`config.mk`:
```
export PLATFORM = sky130hd
export DESIGN_NAME = checkerboard_alpha_composite
export DESIGN_NICKNAME = d
export VERILOG_FILES = /design/src/cac_pkg.sv /design/src/checkerboard_alpha_composite.sv /design/src/cac_raster.sv /design/src/cac_blend.sv
export SDC_FILE = /design/constraint.sdc
export NUM_CORES = 1
export LEC_CHECK = 0
export BUFFER_PORTS_ARGS = -buffer_cell sky130_fd_sc_hd__buf_4
export CORE_UTILIZATION = 45
export CTS_BUF_LIST = sky130_fd_sc_hd__clkbuf_16
export CTS_CLUSTER_SIZE = 12
export DETAILED_ROUTE_END_ITERATION = 16
export SLEW_MARGIN = 25
export SYNTH_ARGS = -nofsm -noshare
export SYNTH_HDL_FRONTEND = slang
export SYNTH_HIERARCHICAL = 1
export SYNTH_SLANG_ARGS = --single-unit
```
`constraint.sdc`:
```
create_clock -name clk -period 9.5 [get_ports clk]
set_clock_uncertainty 0.15 [all_clocks]
set_input_delay 1.425 -clock clk [delete_from_list [all_inputs] [get_ports clk]]
set_output_delay 1.425 -clock clk [all_outputs]
set_load 0.01 [all_outputs]
```
`src/cac_pkg.sv`:
```
// shared types and constants for the checkerboard alpha compositor
package cac_pkg;

    localparam int LINE_WIDTH_W = 13;
    localparam int GRID_STEP_W  = 8;
    localparam int PIXEL_W      = 32;

    localparam logic [LINE_WIDTH_W-1:0] LINE_WIDTH_RESET = 13'd1;
    localparam logic [GRID_STEP_W-1:0]  GRID_STEP_RESET  = 8'd10;
    localparam logic [PIXEL_W-1:0]      GRID_COLOR_RESET = 32'h0040_4040;

    // even cells are darker than the grid colour by this amount
    localparam logic [PIXEL_W-1:0]      EVEN_CELL_DELTA  = 32'h0010_1010;

    localparam logic [7:0] OPAQUE_ALPHA = 8'hff;

    // register indexes on the configuration port
    typedef enum logic [1:0] {
        REG_LINE_WIDTH = 2'd0,
        REG_GRID_STEP  = 2'd1,
        REG_GRID_COLOR = 2'd2
    } cac_reg_t;

    typedef struct packed {
        logic [LINE_WIDTH_W-1:0] line_width;
        logic [GRID_STEP_W-1:0]  grid_step;
        logic [PIXEL_W-1:0]      grid_color;
    } cac_cfg_t;

endpackage

```
`src/checkerboard_alpha_composite.sv`:
```
// top level: checkerboard alpha compositor for an argb pixel stream
//
//  channel  | direction | handshake         | payload
//  ---------+-----------+-------------------+-------------------------------------
//  s_axis   | in        | s_tvalid/s_tready | s_tdata pixel_in, s_tuser frame_start
//  m_axis   | out       | m_tvalid/m_tready | m_tdata pixel_out
//  cfg      | in        | cfg_valid/ready   | cfg_index register, cfg_data value
//
// one word per cycle sustained while m_tready stays high; a word passes the input
// register, then blend logic into the output register, and m_tvalid rises once
// the word is in the output register
// counters advance at input accept, frame_start clears them for that word
// a stalled output holds; s_tready drops only when both stages are full
// reset gives line_width 1, grid_step 10, grid_color 0x00404040, counters at zero
module checkerboard_alpha_composite #(
    parameter int MAX_LINE_WIDTH = 4096
) (
    input  logic        clk,
    input  logic        rst_n,
    // input stream
    input  logic        s_tvalid,
    output logic        s_tready,
    input  logic [31:0] s_tdata,   // [31:0] pixel_in
    input  logic        s_tuser,   // [0] frame_start
    // output stream
    output logic        m_tvalid,
    input  logic        m_tready,
    output logic [31:0] m_tdata,   // [31:0] pixel_out
    // configuration writes
    input  logic        cfg_valid,
    output logic        cfg_ready,
    input  logic [1:0]  cfg_index,
    input  logic [31:0] cfg_data
);

    cac_pkg::cac_cfg_t cfg_reg, cfg_next;

    logic        s1_valid_reg, s1_valid_next;
    logic [31:0] s1_pixel_reg;
    logic        s1_diff_reg;
    logic        out_valid_reg, out_valid_next;
    logic [31:0] out_pixel_reg;

    logic        in_accept, out_load, parity_diff;
    logic [31:0] blend_result;

    // register writes are always taken
    assign cfg_ready = 1'b1;

    always_comb
    begin
        cfg_next = cfg_reg;
        if (cfg_valid)
        begin
            case (cfg_index)
                cac_pkg::REG_LINE_WIDTH: cfg_next.line_width = cfg_data[12:0];
                cac_pkg::REG_GRID_STEP:  cfg_next.grid_step  = cfg_data[7:0];
                cac_pkg::REG_GRID_COLOR: cfg_next.grid_color = cfg_data;
                default:                 cfg_next = cfg_reg;
            endcase
        end
    end

    // two stage pipe: input register, then output register
    assign out_load  = s1_valid_reg && (!out_valid_reg || m_tready);
    assign s_tready  = !s1_valid_reg || !out_valid_reg || m_tready;
    assign in_accept = s_tvalid && s_tready;

    always_comb
    begin
        s1_valid_next = s1_valid_reg;
        if (in_accept)
            s1_valid_next = 1'b1;
        else if (out_load)
            s1_valid_next = 1'b0;

        out_valid_next = out_valid_reg;
        if (out_load)
            out_valid_next = 1'b1;
        else if (m_tready)
            out_valid_next = 1'b0;
    end

    // checker position of the word being accepted
    cac_raster #(
        .MAX_LINE_WIDTH(MAX_LINE_WIDTH)
    ) u_raster (
        .clk        (clk),
        .rst_n      (rst_n),
        .advance    (in_accept),
        .frame_start(s_tuser),
        .cfg        (cfg_reg),
        .parity_diff(parity_diff)
    );

    cac_blend u_blend (
        .pixel      (s1_pixel_reg),
        .parity_diff(s1_diff_reg),
        .cfg        (cfg_reg),
        .result     (blend_result)
    );

    always_ff @(posedge clk or negedge rst_n)
    begin
        if (!rst_n)
        begin
            cfg_reg.line_width <= cac_pkg::LINE_WIDTH_RESET;
            cfg_reg.grid_step  <= cac_pkg::GRID_STEP_RESET;
            cfg_reg.grid_color <= cac_pkg::GRID_COLOR_RESET;
            s1_valid_reg       <= 1'b0;
            out_valid_reg      <= 1'b0;
        end
        else
        begin
            cfg_reg       <= cfg_next;
            s1_valid_reg  <= s1_valid_next;
            out_valid_reg <= out_valid_next;
        end
    end

    // payload registers
    always_ff @(posedge clk)
    begin
        if (in_accept)
        begin
            s1_pixel_reg <= s_tdata;
            s1_diff_reg  <= parity_diff;
        end
        if (out_load)
            out_pixel_reg <= blend_result;
    end

    assign m_tvalid = out_valid_reg;
    assign m_tdata  = out_pixel_reg;

endmodule

```
`src/cac_raster.sv`:
```
// raster column and checker cell counters
module cac_raster #(
    parameter int MAX_LINE_WIDTH = 4096
) (
    input  logic              clk,
    input  logic              rst_n,
    input  logic              advance,
    input  logic              frame_start,
    input  cac_pkg::cac_cfg_t cfg,
    output logic              parity_diff
);

    localparam int CW = (MAX_LINE_WIDTH > 1) ? $clog2(MAX_LINE_WIDTH) : 1;
    localparam int LW = (CW + 1 > cac_pkg::LINE_WIDTH_W) ? CW + 1 : cac_pkg::LINE_WIDTH_W;
    localparam logic [LW-1:0] MAX_WIDTH = LW'(MAX_LINE_WIDTH);

    logic [CW-1:0] column_reg, column_next;
    logic [7:0]    col_cell_reg, col_cell_next;
    logic          col_par_reg, col_par_next;
    logic [7:0]    row_cell_reg, row_cell_next;
    logic          row_par_reg, row_par_next;

    logic [CW-1:0] col_cur;
    logic [7:0]    col_cell_cur, row_cell_cur;
    logic          col_par_cur, row_par_cur;
    logic [LW-1:0] width, width_raw, col_plus;
    logic [7:0]    step;
    logic [8:0]    col_cell_inc, row_cell_inc;
    logic          row_end, col_wrap, row_wrap;

    // frame start clears the counters before this pixel is used
    always_comb
    begin
        col_cur      = frame_start ? '0 : column_reg;
        col_cell_cur = frame_start ? '0 : col_cell_reg;
        col_par_cur  = frame_start ? 1'b0 : col_par_reg;
        row_cell_cur = frame_start ? '0 : row_cell_reg;
        row_par_cur  = frame_start ? 1'b0 : row_par_reg;
    end

    assign parity_diff = col_par_cur ^ row_par_cur;

    always_comb
    begin
        width_raw = LW'(cfg.line_width);
        if (width_raw == '0)
            width = LW'(1);
        else if (width_raw > MAX_WIDTH)
            width = MAX_WIDTH;
        else
            width = width_raw;
        step = (cfg.grid_step == '0) ? 8'd1 : cfg.grid_step;
    end

    assign col_plus     = LW'(col_cur) + LW'(1);
    assign row_end      = col_plus >= width;
    assign col_cell_inc = {1'b0, col_cell_cur} + 9'd1;
    assign row_cell_inc = {1'b0, row_cell_cur} + 9'd1;
    // reached or passed, so a lowered step ends the cell at once
    assign col_wrap     = col_cell_inc >= {1'b0, step};
    assign row_wrap     = row_cell_inc >= {1'b0, step};

    always_comb
    begin
        column_next   = column_reg;
        col_cell_next = col_cell_reg;
        col_par_next  = col_par_reg;
        row_cell_next = row_cell_reg;
        row_par_next  = row_par_reg;
        if (advance)
        begin
            row_cell_next = row_cell_cur;
            row_par_next  = row_par_cur;
            if (row_end)
            begin
                column_next   = '0;
                col_cell_next = '0;
                col_par_next  = 1'b0;
                row_cell_next = row_wrap ? 8'd0 : row_cell_inc[7:0];
                row_par_next  = row_par_cur ^ row_wrap;
            end
            else
            begin
                column_next   = col_plus[CW-1:0];
                col_cell_next = col_wrap ? 8'd0 : col_cell_inc[7:0];
                col_par_next  = col_par_cur ^ col_wrap;
            end
        end
    end

    always_ff @(posedge clk or negedge rst_n)
    begin
        if (!rst_n)
        begin
            column_reg   <= '0;
            col_cell_reg <= '0;
            col_par_reg  <= 1'b0;
            row_cell_reg <= '0;
            row_par_reg  <= 1'b0;
        end
        else
        begin
            column_reg   <= column_next;
            col_cell_reg <= col_cell_next;
            col_par_reg  <= col_par_next;
            row_cell_reg <= row_cell_next;
            row_par_reg  <= row_par_next;
        end
    end

endmodule

```
`src/cac_blend.sv`:
```
// per-byte alpha blend of a pixel over the checker background
module cac_blend (
    input  logic [31:0]       pixel,
    input  logic              parity_diff,
    input  cac_pkg::cac_cfg_t cfg,
    output logic [31:0]       result
);

    logic [31:0] bkg;
    logic [7:0]  alpha, inv_alpha;
    logic [15:0] sum [4];
    logic [31:0] blended;

    assign bkg       = parity_diff ? cfg.grid_color
                                   : cfg.grid_color - cac_pkg::EVEN_CELL_DELTA;
    assign alpha     = pixel[31:24];
    assign inv_alpha = 8'd255 - alpha;

    // four independent byte lanes, alpha byte included
    always_comb
    begin
        for (int i = 0; i < 4; i++)
        begin
            sum[i] = 16'(bkg[8*i +: 8] * inv_alpha) + 16'(pixel[8*i +: 8] * alpha);
            blended[8*i +: 8] = sum[i][15:8];
        end
    end

    assign result = (alpha == cac_pkg::OPAQUE_ALPHA) ? pixel : blended;

endmodule

```
Yosys cells after proc, flatten, opt, wreduce, memory -nomap -nowiden
Index checks and enable logic that the tools add are counted.
{"block": "op_classes", "muxes": 21, "reduce_logical": 15, "magnitude_cmp": 4, "n_eq_ne": 3, "addsub": 9, "bitwise": 3, "n_mul": 8}
{"cell": "$mul A8 B8 Y16", "count": 8}
{"cell": "$add A16 B16 Y16", "count": 4}
{"cell": "$mux W32", "count": 2}
{"cell": "$mux W8", "count": 7}
{"cell": "$sub A32 B21 Y32 const B", "count": 1}
{"cell": "$mux W13", "count": 2}
{"cell": "$mux W12", "count": 2}
{"cell": "$add A8 B1 Y9 const B", "count": 2}
{"cell": "$ge A9 B8 Y1", "count": 2}
{"cell": "$add A12 B1 Y13 const B", "count": 1}
{"cell": "$ge A13 B13 Y1", "count": 1}
{"cell": "$gt A13 B13 Y1 const B", "count": 1}
{"cell": "$logic_not A13 Y1", "count": 1}
{"cell": "$eq A8 B8 Y1 const B", "count": 1}
{"cell": "$logic_not A8 Y1", "count": 1}
{"cell": "$mux W1", "count": 8}
{"cell": "$sub A8 B8 Y8 const A", "count": 1}
{"cell": "$reduce_and A2 Y1", "count": 3}
{"cell": "$reduce_bool A2 Y1", "count": 2}
{"cell": "$logic_or A1 B1 Y1", "count": 3}
{"cell": "$xor A1 B1 Y1", "count": 3}
{"cell": "$eq A2 B1 Y1 const B", "count": 1}
{"cell": "$eq A2 B2 Y1 const B", "count": 1}
{"cell": "$logic_and A1 B1 Y1", "count": 2}
{"cell": "other kinds (2)", "count": 3}
{"block": "totals", "register_bits": 150, "out_inout_bits": 35, "in_bits": 72, "word_cells": 76}

Depth between registers and ports, before layout
Gate-level depths: netlist (run 1).
{"block": "depth", "word_depth": 5, "mapped_depth": 26, "depth_no_buf": 26}

Hierarchy
The synthesis (run 1) kept the hierarchy.
{"module": "cac_blend", "cells_each": 1988, "area_per_inst_um2": 17068.9, "instances": 1, "seq_area_each_um2": 0.0}
{"module": "checkerboard_alpha_composite", "cells_each": 188, "area_per_inst_um2": 4066.4, "instances": 1, "seq_area_each_um2": 3335.7}
{"module": "cac_raster", "cells_each": 308, "area_per_inst_um2": 2606.2, "instances": 1, "seq_area_each_um2": 750.7}

Worst setup path before layout (run 1)
Ideal clock, no wire load.
{"block": "synth_timing", "kind": "reg-to-reg", "startpoint": "register cfg_reg[7] (netlist bit)", "endpoint": "register out_pixel_reg[23], in the netlist m_tdata[23] (data pin)", "period_less_slack_ns": 7.030, "setup_time_ns": 0.259, "arrival_time_ns": 6.621, "required_ns": 9.091, "path_stages_with_launch": 23, "setup_slack_ns": 2.470, "path_buffers": 0, "cell_sequence": "dfrtp_1 -> nor3_1 -> a41oi_1 -> nand2b_1 -> nor4b_1 -> xnor2_1 -> or2_2 -> fa_1 -> fa_1 -> inv_1 -> fa_1 -> fa_1 -> fa_1 -> inv_1 -> fa_1 -> inv_1 -> ha_1 -> o21ai_0 -> o21a_1 -> or3_1 -> a21boi_0 -> a211oi_1 -> a211o_1"}
{"block": "synth_between", "elab_chain_len": 5}
{"item": "start: declaration", "line": "checkerboard_alpha_composite.sv:36", "text": "cac_pkg::cac_cfg_t cfg_reg, cfg_next;"}
{"item": "start signal: assignment", "line": "checkerboard_alpha_composite.sv:115", "text": "cfg_reg <= cfg_next;"}
{"item": "$sub A32 B21 Y32", "line": "cac_blend.sv:15", "text": ": cfg.grid_color - cac_pkg::EVEN_CELL_DELTA;"}
{"item": "$mux W32", "line": "cac_blend.sv:14", "text": "assign bkg = parity_diff ? cfg.grid_color"}
{"item": "$mul A8 B8 Y16", "line": "cac_blend.sv:24", "text": "sum[i] = 16'(bkg[8*i +: 8] * inv_alpha) + 16'(pixel[8*i +: 8] * alpha);"}
{"item": "$add A16 B16 Y16", "line": "cac_blend.sv:24"}
{"item": "$mux W32", "line": "cac_blend.sv:29", "text": "assign result = (alpha == cac_pkg::OPAQUE_ALPHA) ? pixel : blended;"}
{"item": "net blend_result[23]", "line": "checkerboard_alpha_composite.sv:45", "text": "logic [31:0] blend_result;"}
{"item": "end signal: assignment", "line": "checkerboard_alpha_composite.sv:130", "text": "out_pixel_reg <= blend_result;"}
{"item": "end: declaration", "line": "checkerboard_alpha_composite.sv:42", "text": "logic [31:0] out_pixel_reg;"}
The timed path passes the listed nets, and every way through them passes these cells.
A chain may end at the register's enable or synchronous reset.

Worst setup path in the final report (run 1)
Ends and elaborated chain as after synthesis.

==> results of run 1 <==
[metal layers]
layer  routed length (um)  up-vias  GRT usage [%]
li1                     -     7785              -
met3                 2658       73          4.028
met2                28180      320          38.78
met5                   51        -              0
met1                24750     8462          29.28
met4                 1103        8          6.743
[cell usage after synthesis (10+ instances only)]
cell,n,area share [%]
ha_1,265,14
o21ai_0,34,0.72
nor2b_1,46,1.2
nor4_1,10,0.26
a211oi_1,10,0.32
edfxtp_1,65,8.2
dfrtp_1,79,8.3
nand2_1,149,2.4
inv_1,532,8.4
o21a_1,14,0.44
a21oi_1,40,0.84
fa_1,367,31
nor3_1,13,0.27
nand3_1,24,0.51
nor2_1,192,3.0
and2_1,143,3.8
buf_1,13,0.21
xor2_1,30,1.1
xnor2_1,59,2.2
mux2_2,56,2.7
clkbuf_1,71,1.1
nand2b_1,32,0.84
or2_2,77,2.0
[area by class of cell]
cell class                 instances  area, um2
multi-input combinational       1709      17290
inverter                         532       1997
tap                              680      850.8
clock buffer                      17      425.4
sequential                       150       4086
timing repair buffer             132       1006
fill                            4875      25920
clock inverter                    15      136.4
[critical path, stage by stage (launching register included)]
cell,delay (ns)
dfrtp_1,0.43
nor3_1,0.33
a41oi_1,0.28
o21ai_0,0.45
nor2b_1,0.22
xnor2_1,0.22
or2_2,0.36
fa_1,0.51
fa_1,0.55
inv_1,0.05
fa_1,0.48
fa_1,0.51
fa_1,0.50
inv_1,0.05
fa_1,0.47
inv_1,0.04
ha_1,0.25
o21ai_0,0.10
o21a_1,0.22
or3_1,0.42
a21boi_0,0.55
a211oi_1,0.17
a211o_1,0.25
[stage by stage]
stage / area, um2 / utilization, % / setup slack (ns) / hold slack (ns) / instances
global route: 25800 / 49.88 / 1.213 / 0.3926 / 3235
global placement: 25200 / 48.72 / 1.800 / 0.3082 / 3200
CTS: 25800 / 49.88 / 1.719 / 0.3538 / 3235
detailed placement: 25230 / 48.79 / 1.745 / 0.3432 / 3203
finish: 25800 / 49.88 / 1.702 / 0.3512 / 3235
floorplan: 23740 / - / 2.470 / 0.2990 / 2484
[placed cells by master (no fill, tap or decap), drive strengths merged, types with 65 or more instances in the layout]
| master | n |
|---|---|
| and2 | 143 |
| buf | 132 |
| dfrtp | 79 |
| edfxtp | 65 |
| fa | 367 |
| ha | 265 |
| inv | 541 |
| nand2 | 149 |
| nor2 | 194 |
| or2 | 78 |
[worst max path at each step]
stage	start	end	slack, ns	depth (start not counted)
floorplan	cfg_reg[7]	m_tdata[23]	2.47	22
global placement	s1_diff_reg	m_tdata[31]	1.80	25
detailed placement	cfg_reg[7]	m_tdata[23]	1.75	22
CTS	cfg_reg[7]	m_tdata[23]	1.72	22
global route	cfg_reg[7]	m_tdata[23]	1.21	22
finish	cfg_reg[7]	m_tdata[23]	1.70	22
[kinds of logic after synthesis]
kind of cell	after synthesis	share of synthesized area [%]
and+or+nand+nor	740	16.19
adders and majority gates	632	44.91
buffers and inverters	625	10.02
AOI/OAI and AO/OA	182	5.318
DFF	150	17.21
xor gates and xnor gates	90	3.352
muxes	63	2.962
other	2	0.03163
==> results.md, run 1 <==
* Syn Std Cell Area at 23740 um2
* Gr usage total at around 23%
* RePlAce Congestion at 0.8755
* Initial DRC Count at 819
* Required @ worst endpoint at around 9.6 ns
* Initial antenna violation count at 4
* Kind of critical path: reg2reg
* Worst r2r path cells at 22
* Hold depth at 1
* Number of max-cap violations at 0
* Detailed Place HPWL at 44.34 mm
* RSZ-0062 raised after global routing: false
* Vias per cell at 5.146
* Rel. slew slack at 29.24%
* Antenna diodes at 0
* Sequential area share after synthesis at 17.21%
* First-pass GRT wire length at between 90 and 100 mm
* Clock tree buffer depth at 2
* Slew Viols, Final at 0
* Reg2Reg Launch Point: cfg_reg[7]
* P&R area growth vs syn at 8.654%
* Mean Syn Cell Area at approximately 9.6 um2
* Drc violations at 0
* Total of warnings raised by yosys at 6
* R2r endpoint: m_tdata[23]
* Row Count at 83
* Worst hold start: s1_valid_reg
* Congestion Overflow GR at 0
* Starting Density at 45.91%
* Die X at 231.7 um
* H-tree levels at 4
* CTS tree: done
* TritonRoute pass-1 iters at 7
* FF+latch count, synth at 150
* Hold Path Class: reg2reg
* Largest net degree at the start of global routing at 68
* Fraction of registers with async set/reset at 56.67%
* Syn Nets at 3188
* Vias in the first global route at 18120
* Data arrival, critical path at 7.88 ns
* Main flop type after synthesis: dfrtp_1
* Cts hold-fix bufs at 0
* Setup TNS at 0 ns
* Post-synth EDFFs at 65
* Startpoint types: flop
* Clock sink count at 150
* Fmax at 128.2 MHz
* Root buf cell: clkbuf_16
* PortBufs at between 100 and 150
* Total CTS buffers at 17
* Post-synth cell types at 78
* Outcome: completed
* Slew at the pin closest to its max-slew limit at 1.032 ns
* Area of the core at 51720 um2
* Final Critical Period at 7.798 ns
* Register-to-register setup slack at 1.70 ns
* Clk_lat worst skew at 0.49 ns
* Clk slew on worst S/H paths at approximately 0.070 ns
* Post-Route WL at 56.75 mm
* Max FFs per register at 53
* DIE AREA at roughly 54000 um2
* Net count, final at 3246
* DR vias at 16650
* Worst setup EP type: flop
* Final hold viol count at 0
* Share of layout cells above drive strength 1 at 12.49%
* Ports at 107
* Cts repair resizes at 0
* Endpoints failing setup at 0
* Number of routed nets with antenna violations at 0
* Crit share post-route at between 80 and 90%
* Setup Fix Bufs, Post-CTS at 0
* Die height at 231.7 um
* Cells after Synth at 2484
* Worst Hold End: m_tvalid
* Max FO, Critical Path at 8
* WL/cell at 17.54 um
Power of run 1 is not shown: default switching activity piles up to over one toggle a cycle in this logic, so the estimate is an artifact.
==> inputs of run 2 (changes only) <==
==> constraint.sdc (replaced) <==
create_clock -name clk -period 8.05 [get_ports clk]
set_clock_uncertainty 0.15 [all_clocks]
set_input_delay 1.2075 -clock clk [delete_from_list [all_inputs] [get_ports clk]]
set_output_delay 1.2075 -clock clk [all_outputs]
set_load 0.01 [all_outputs]
==> run 2 against run 1 <==
Net effect: largest cell class unchanged; via count barely moved; critical path type unchanged; non-clock buffer count is 23 higher; die area unchanged.
==> results.md, run 2 (synthesized netlist as in run 1, its figures left out) <==
* Outcome: completed
* Clk_lat worst skew at 0.49 ns (about the same)
* Kind of critical path: reg2reg
* Slew at the pin closest to its max-slew limit at 1.002 ns (-0.03014 ns)
* Crit share post-route at 94.50% (+12 points)
* Final hold viol count at 0 (unchanged)
* Final Critical Period at 7.607 ns (-0.1904 ns)
* WL/cell at 17.32 um (-1.3%)
* Startpoint types: flop
* Root buf cell: clkbuf_16
* Vias in the first global route at 18100 (-0.099%)
* CP max stage delay at 0.57 ns (+0.02 ns)
* Critical path's slowest cell: xor2_1
* Clock tree buffer depth at 2 (unchanged)
* Area of the core at 51720 um2 (unchanged)
* Post-Route WL at 56.42 mm (-0.59%)
* Most frequent cells in the layout: inv_1, fa_1, ha_1, nor2_1, buf_4
* Slew Viols, Final at 0 (unchanged)
* Total CTS buffers at 17 (unchanged)
* Clock sink count at 150 (unchanged)
* Fill cells at 4866 (-0.18%)
* Share of layout cells above drive strength 1 at 13.38% (+0.90 points)
* Hold depth at 1 (unchanged)
* Congestion Overflow GR at 0 (unchanged)
* TritonRoute pass-1 iters at 5 (-2)
* Cell family with most CP delay: adder cells
* CTS tree: done
* Ports at 107 (unchanged)
* Reg2Reg Launch Point: s1_diff_reg
* Worst r2r path cells at 25 (+14%)
* Die X at 231.7 um (unchanged)
* Largest net degree at the start of global routing at 68 (unchanged)
* Required @ worst endpoint at 8.12 ns (-1.46 ns)
* Detailed Place HPWL at 44.78 mm (+1.0%)
* Number of max-cap violations at 0 (unchanged)
* P&R area growth vs syn at 9.845%
* Endpoints failing setup at 0 (unchanged)
* Worst setup EP type: flop
* Data arrival, critical path at 7.68 ns (-0.20 ns)
* Starting Density at 45.91% (unchanged)
* Max FO, Critical Path at 8 (unchanged)
* Hold Path Class: reg2reg
* Setup TNS at 0 ns (unchanged)
* Max FFs per register at 53 (unchanged)
* Gr usage total at 22.62% (-0.085 points)
* Drc violations at 0 (unchanged)
* Rel. slew slack at 33.21% (+4.0 points)
* WP buf/inv at 6 (+3)
* Initial DRC Count at 1013 (+24%)
* RePlAce Congestion at 0.8888 (+1.5%)
* Register-to-register setup slack at 0.44 ns (-1.26 ns)
* DIE AREA at 53680 um2 (unchanged)
* First-pass GRT wire length at 93.98 mm (-0.34%)
* PortBufs at 105 (unchanged)
* Row Count at 83 (unchanged)
* Vias per cell at 5.111 (-0.68%)
* Most common cell after layout, fill and taps aside: inv_1
* H-tree levels at 4 (unchanged)
* Worst Hold End: m_tvalid
* Clk slew on worst S/H paths at 0.07 ns (about the same)
* Number of routed nets with antenna violations at 0 (unchanged)
* Worst hold start: s1_valid_reg
* Die height at 231.7 um (unchanged)
* Antenna diodes at 0 (unchanged)
* Setup Fix Bufs, Post-CTS at 0 (unchanged)
* RSZ-0062 raised after global routing: false
* Fmax at 131.5 MHz (+2.5%)
* Initial antenna violation count at 5 (+1)
* DR vias at 16650 (+0.024%)
* R2r endpoint: m_tdata[31]
* Net count, final at 3269 (+0.71%)
[run 2: cell types whose count changed in the layout (fill, tap and decap cells not counted), moves of 2 or more]
cell,before,now
clkinv_1,2,0
bufinv_16,0,2
buf_12,0,2
clkinv_8,1,3
buf_6,2,0
buf_4,129,151
[run 2: worst max-delay path by stage]
stage	start	endpoint	slack (ns)	cells past startpoint
detailed placement	cfg_reg[7]	m_tdata[23]	0.37	22
global route	s1_diff_reg	m_tdata[31]	0.02	23
global placement	cfg_reg[7]	m_tdata[23]	0.44	22
floorplan	cfg_reg[7]	m_tdata[23]	1.02	22
finish	s1_diff_reg	m_tdata[31]	0.44	25
CTS	cfg_reg[9]	m_tdata[23]	0.35	22
[run 2: per-stage QoR]
step	cells	hold WS [ns]	setup WS (ns)	cell area [um2]	util, %
final	3258	0.3508	0.4427	26080	50.43
after global routing	3258	0.3763	0.02055	26080	50.43
after CTS	3258	0.3535	0.3458	26060	50.39
after detailed placement	3226	0.3377	0.3726	25430	49.18
after global placement	3224	0.3145	0.4442	25400	49.11
after floorplan	2484	0.2990	1.020	23740	-
[run 2: timing repair]
action	CTS	global route
resized for setup	0	5
hold buffers	0	0
endpoints found under the setup margin	0	4
[run 2: area by class of cell]
class	instances	area [um2]	share of cell area, %
multi-input combinational	1709	17310	66.38
tap	680	850.8	3.262
clock buffer	17	425.4	1.631
sequential	150	4086	15.67
inverter	532	1997	7.657
clock inverter	15	203.9	0.7820
timing repair buffer	155	1204	4.615
[run 2: metal layers]
layer	vias up	part of all wire (%)	track usage [%]	routed length (um)
li1	7822	-	-	-
met1	8375	44	29.51	24980
met2	356	48	37.23	26860
met3	91	5.2	4.838	2924
met4	8	2.8	7.545	1603
met5	-	0.089	0	50
Power of run 2 is left out for the same reason.
==> inputs of run 3 (changes only) <==
--- a/config.mk
+++ b/config.mk
@@ -5,11 +5,14 @@
 export SDC_FILE = /design/constraint.sdc
 export NUM_CORES = 1
 export LEC_CHECK = 0
+export ABC_AREA = 1
 export BUFFER_PORTS_ARGS = -buffer_cell sky130_fd_sc_hd__buf_4
-export CORE_UTILIZATION = 45
+export CORE_UTILIZATION = 65
 export CTS_BUF_LIST = sky130_fd_sc_hd__clkbuf_16
 export CTS_CLUSTER_SIZE = 12
 export DETAILED_ROUTE_END_ITERATION = 16
+export PLACE_DENSITY = 0.83
+export SETUP_SLACK_MARGIN = 0.4
 export SLEW_MARGIN = 25
 export SYNTH_ARGS = -nofsm -noshare
 export SYNTH_HDL_FRONTEND = slang
==> run 3 against run 2 <==
Net effect: final cell count grew 18%; via count grew 27%; sequential cell count is the same; worst setup slack gained 0.96 ns; maximum frequency grew 14%; routed wire length grew 15%; global-route usage grew 12 points; sequential share of layout area shrank 0.62 points; critical path depth shrank 2; area after synthesis grew 7.5%; first-iteration DRC count grew 62%; critical endpoint is now m_tdata[13].
==> results.md, run 3 <==
* Post-synth EDFFs at 65 (unchanged)
* Vias per cell at 5.530 (+8.2%)
* Most common library cells after synthesis: nand2_1, inv_1, fa_1
* Data arrival, critical path at 6.74 ns (-0.94 ns)
* RSZ-0062 raised after global routing: false
* Mean Syn Cell Area at 7.800 um2 (-18%)
* Congestion Overflow GR at 0 (unchanged)
* Starting Density at 65.91% (+20 points)
* Required @ worst endpoint at 8.14 ns (+0.02 ns)
* Hold Path Class: reg2reg
* Cts repair resizes at 0 (unchanged)
* TritonRoute pass-1 iters at 6 (+1)
* P&R area growth vs syn at 6.327%
* GR Util met2 at 57.38% (+20 points)
* Final hold viol count at 0 (unchanged)
* DR vias at 21190 (+27%)
* Max FFs per register at 53 (unchanged)
* Clock tree buffer depth at 2 (unchanged)
* Share of layout cells above drive strength 1 at 8.089% (-5.3 points)
* Post-Route WL at 64.94 mm (+15%)
* Post-synth top area cell: fa_1
* Worst hold start: cfg_reg[40]
* RePlAce Congestion at 0.9467 (+6.5%)
* Max FO, Critical Path at 15 (+7)
* Crit share post-route at 82.56% (-12 points)
* Worst Setup SP: s1_diff_reg
* Fill cells at 3093 (-36%)
* Post-synth cell types at 55 (-29%)
* Number of max-cap violations at 0 (unchanged)
* Drc violations at 0 (unchanged)
* Worst setup EP type: flop
* DIE AREA at 40070 um2 (-25%)
* Kind of critical path: reg2reg
* Main flop type after synthesis: dfrtp_1
* WL/cell at 16.95 um (-2.1%)
* Sequential area share after synthesis at 16.01% (-1.2 points)
* First-pass GRT wire length at 108.1 mm (+15%)
* Slew at the pin closest to its max-slew limit at 0.8788 ns (-0.1230 ns)
* Largest net degree at the start of global routing at 77 (+13%)
* Critical path's slowest cell: edfxtp_1
* Crit-path most repeated cell: fa_1
* Top Usage Layer GRT: met2
* Clock sink count at 150 (unchanged)
* Syn Nets at 3977 (+25%)
* Met1 Track Usage GR at 42.70% (+13 points)
* PortBufs at 105 (unchanged)
* Final Critical Period at 6.646 ns (-0.9616 ns)
* FF+latch count, synth at 150 (unchanged)
* CTS tree: done
* Share of the synthesized area in the top cell type at 28.78% (-2.2 points)
* Top post-synthesis cells by area: fa_1, ha_1, nand2_1
* Syn Std Cell Area at 25530 um2 (+7.5%)
* Cell Chain, Critical Path: inv_1 > nand2_1 > or2_4 > nor2_4 > xor2_4 > inv_2 > nand2_1 > fa_1 > fa_1 > inv_1 > fa_1 > fa_1 > inv_1 > fa_1 > fa_1 > inv_1 > ha_1 > a21oi_1 > o21ai_0 > nand2_1 > nand4_1 > nand3_1 > nand2_1
* Die X at 200.2 um (-14%)
* Setup TNS at 0 ns (unchanged)
* Clk slew on worst S/H paths at 0.07 ns (about the same)
* Initial antenna violation count at 1 (-4)
* Place WS at 1.421 ns (+1.048 ns)
* Reg2Reg Launch Point: s1_diff_reg
* Fmax at 150.5 MHz (+14%)
* Root buf cell: clkbuf_16
* Row Count at 72 (-13%)
* Final worst slack at 1.404 ns (+0.9616 ns)
* Top-count cell post-synth: nand2_1
* Initial DRC Count at 1645 (+62%)
* Startpoint types: flop
* Number of routed nets with antenna violations at 0 (unchanged)
* Gr usage total at 34.15% (+12 points)
* Area of the core at 38740 um2 (-25%)
* Detailed Place HPWL at 50.64 mm (+13%)
* Net count, final at 4004 (+22%)
* Rel. slew slack at 41.05% (+7.8 points)
* Ports at 107 (unchanged)
* Total of warnings raised by yosys at 6 (unchanged)
* Most common cell after layout, fill and taps aside: nand2_1
* GR Util met3 at 6.232% (+1.4 points)
* Clk_lat worst skew at 0.50 ns (about the same)
* Cells after Synth at 3273 (+32%)
* Total CTS buffers at 17 (unchanged)
* Post-Layout Inst Area at 27150 um2 (+4.1%)
* Fraction of registers with async set/reset at 56.67% (unchanged)
* Slew Viols, Final at 0 (unchanged)
* Die height at 200.2 um (-14%)
* CP max stage delay at 0.61 ns (+0.04 ns)
* Most frequent cells in the layout: nand2_1, inv_1, fa_1, ha_1, nor2_1
* Vias in the first global route at 22360 (+24%)
* H-tree levels at 4 (unchanged)
* Dpl cell area at 26590 um2 (+4.6%)
* Setup Fix Bufs, Post-CTS at 0 (unchanged)
* Cts hold-fix bufs at 0 (unchanged)
* Outcome: completed
* Endpoints failing setup at 0 (unchanged)
run 3: routing by layer:
metal | routed length (um) | share of wire [%]
met1 | 25440 | 39
met2 | 31390 | 48
met3 | 5451 | 8.4
met4 | 2660 | 4.1
met5 | 0 | 0
run 3: cell families after synthesis:
group | after synthesis | synth area share (%)
multiplexers | 1 | 0.03921
other | 2 | 0.02942
AO/OA/AOI/OAI | 161 | 3.514
AND/OR/NAND/NOR | 1337 | 22.48
XOR/XNOR | 50 | 1.936
buffers and inverters | 940 | 14.23
flip-flops | 150 | 16.01
adder cells (fa/ha/maj) | 632 | 41.76
run 3: worst paths after layout:
check                      slack, ns                endpoint  depth (start not counted)
setup / recovery                1.40             m_tdata[13]                         23
hold / removal                  0.33             cfg_reg[40]                          2
setup reg to reg                1.40             m_tdata[13]                         23
hold reg to reg                 0.33             cfg_reg[40]                          2
max in group asynchronous       6.45             cfg_reg[23]                          2
min in group asynchronous       0.39  u_raster/column_reg[4]                          1
run 3: stage by stage:
step | instances | hold WS [ns] | utilization [%]
final | 3832 | 0.3269 | 70.08
after floorplan | 3273 | 0.2919 | -
after global placement | 3799 | 0.3115 | 68.65
after detailed placement | 3799 | 0.3168 | 68.65
after global routing | 3831 | 0.3502 | 70.07
after CTS | 3831 | 0.3264 | 70.06
run 3: layout make-up:
type	instances	area (um2)	share of cell area (%)
tap	518	648.1	2.388
clock inverter	15	120.1	0.4425
antenna	1	2.502	0.009218
multi-input combinational	2183	17840	65.71
timing repair buffer	123	927.1	3.415
clock buffer	17	425.4	1.567
inverter	825	3099	11.42
sequential	150	4086	15.05
run 3: worst max-delay path, delay by kind of cell (launching register included):
family,cells,cell delay (ns)
AO/OA/AOI/OAI,2,0.50
flip-flops,1,0.61
XOR/XNOR,1,0.31
adder cells (fa/ha/maj),7,3.16
AND/OR/NAND/NOR,8,0.97
buffers and inverters,5,0.66
Power of run 3 is left out for the same reason.
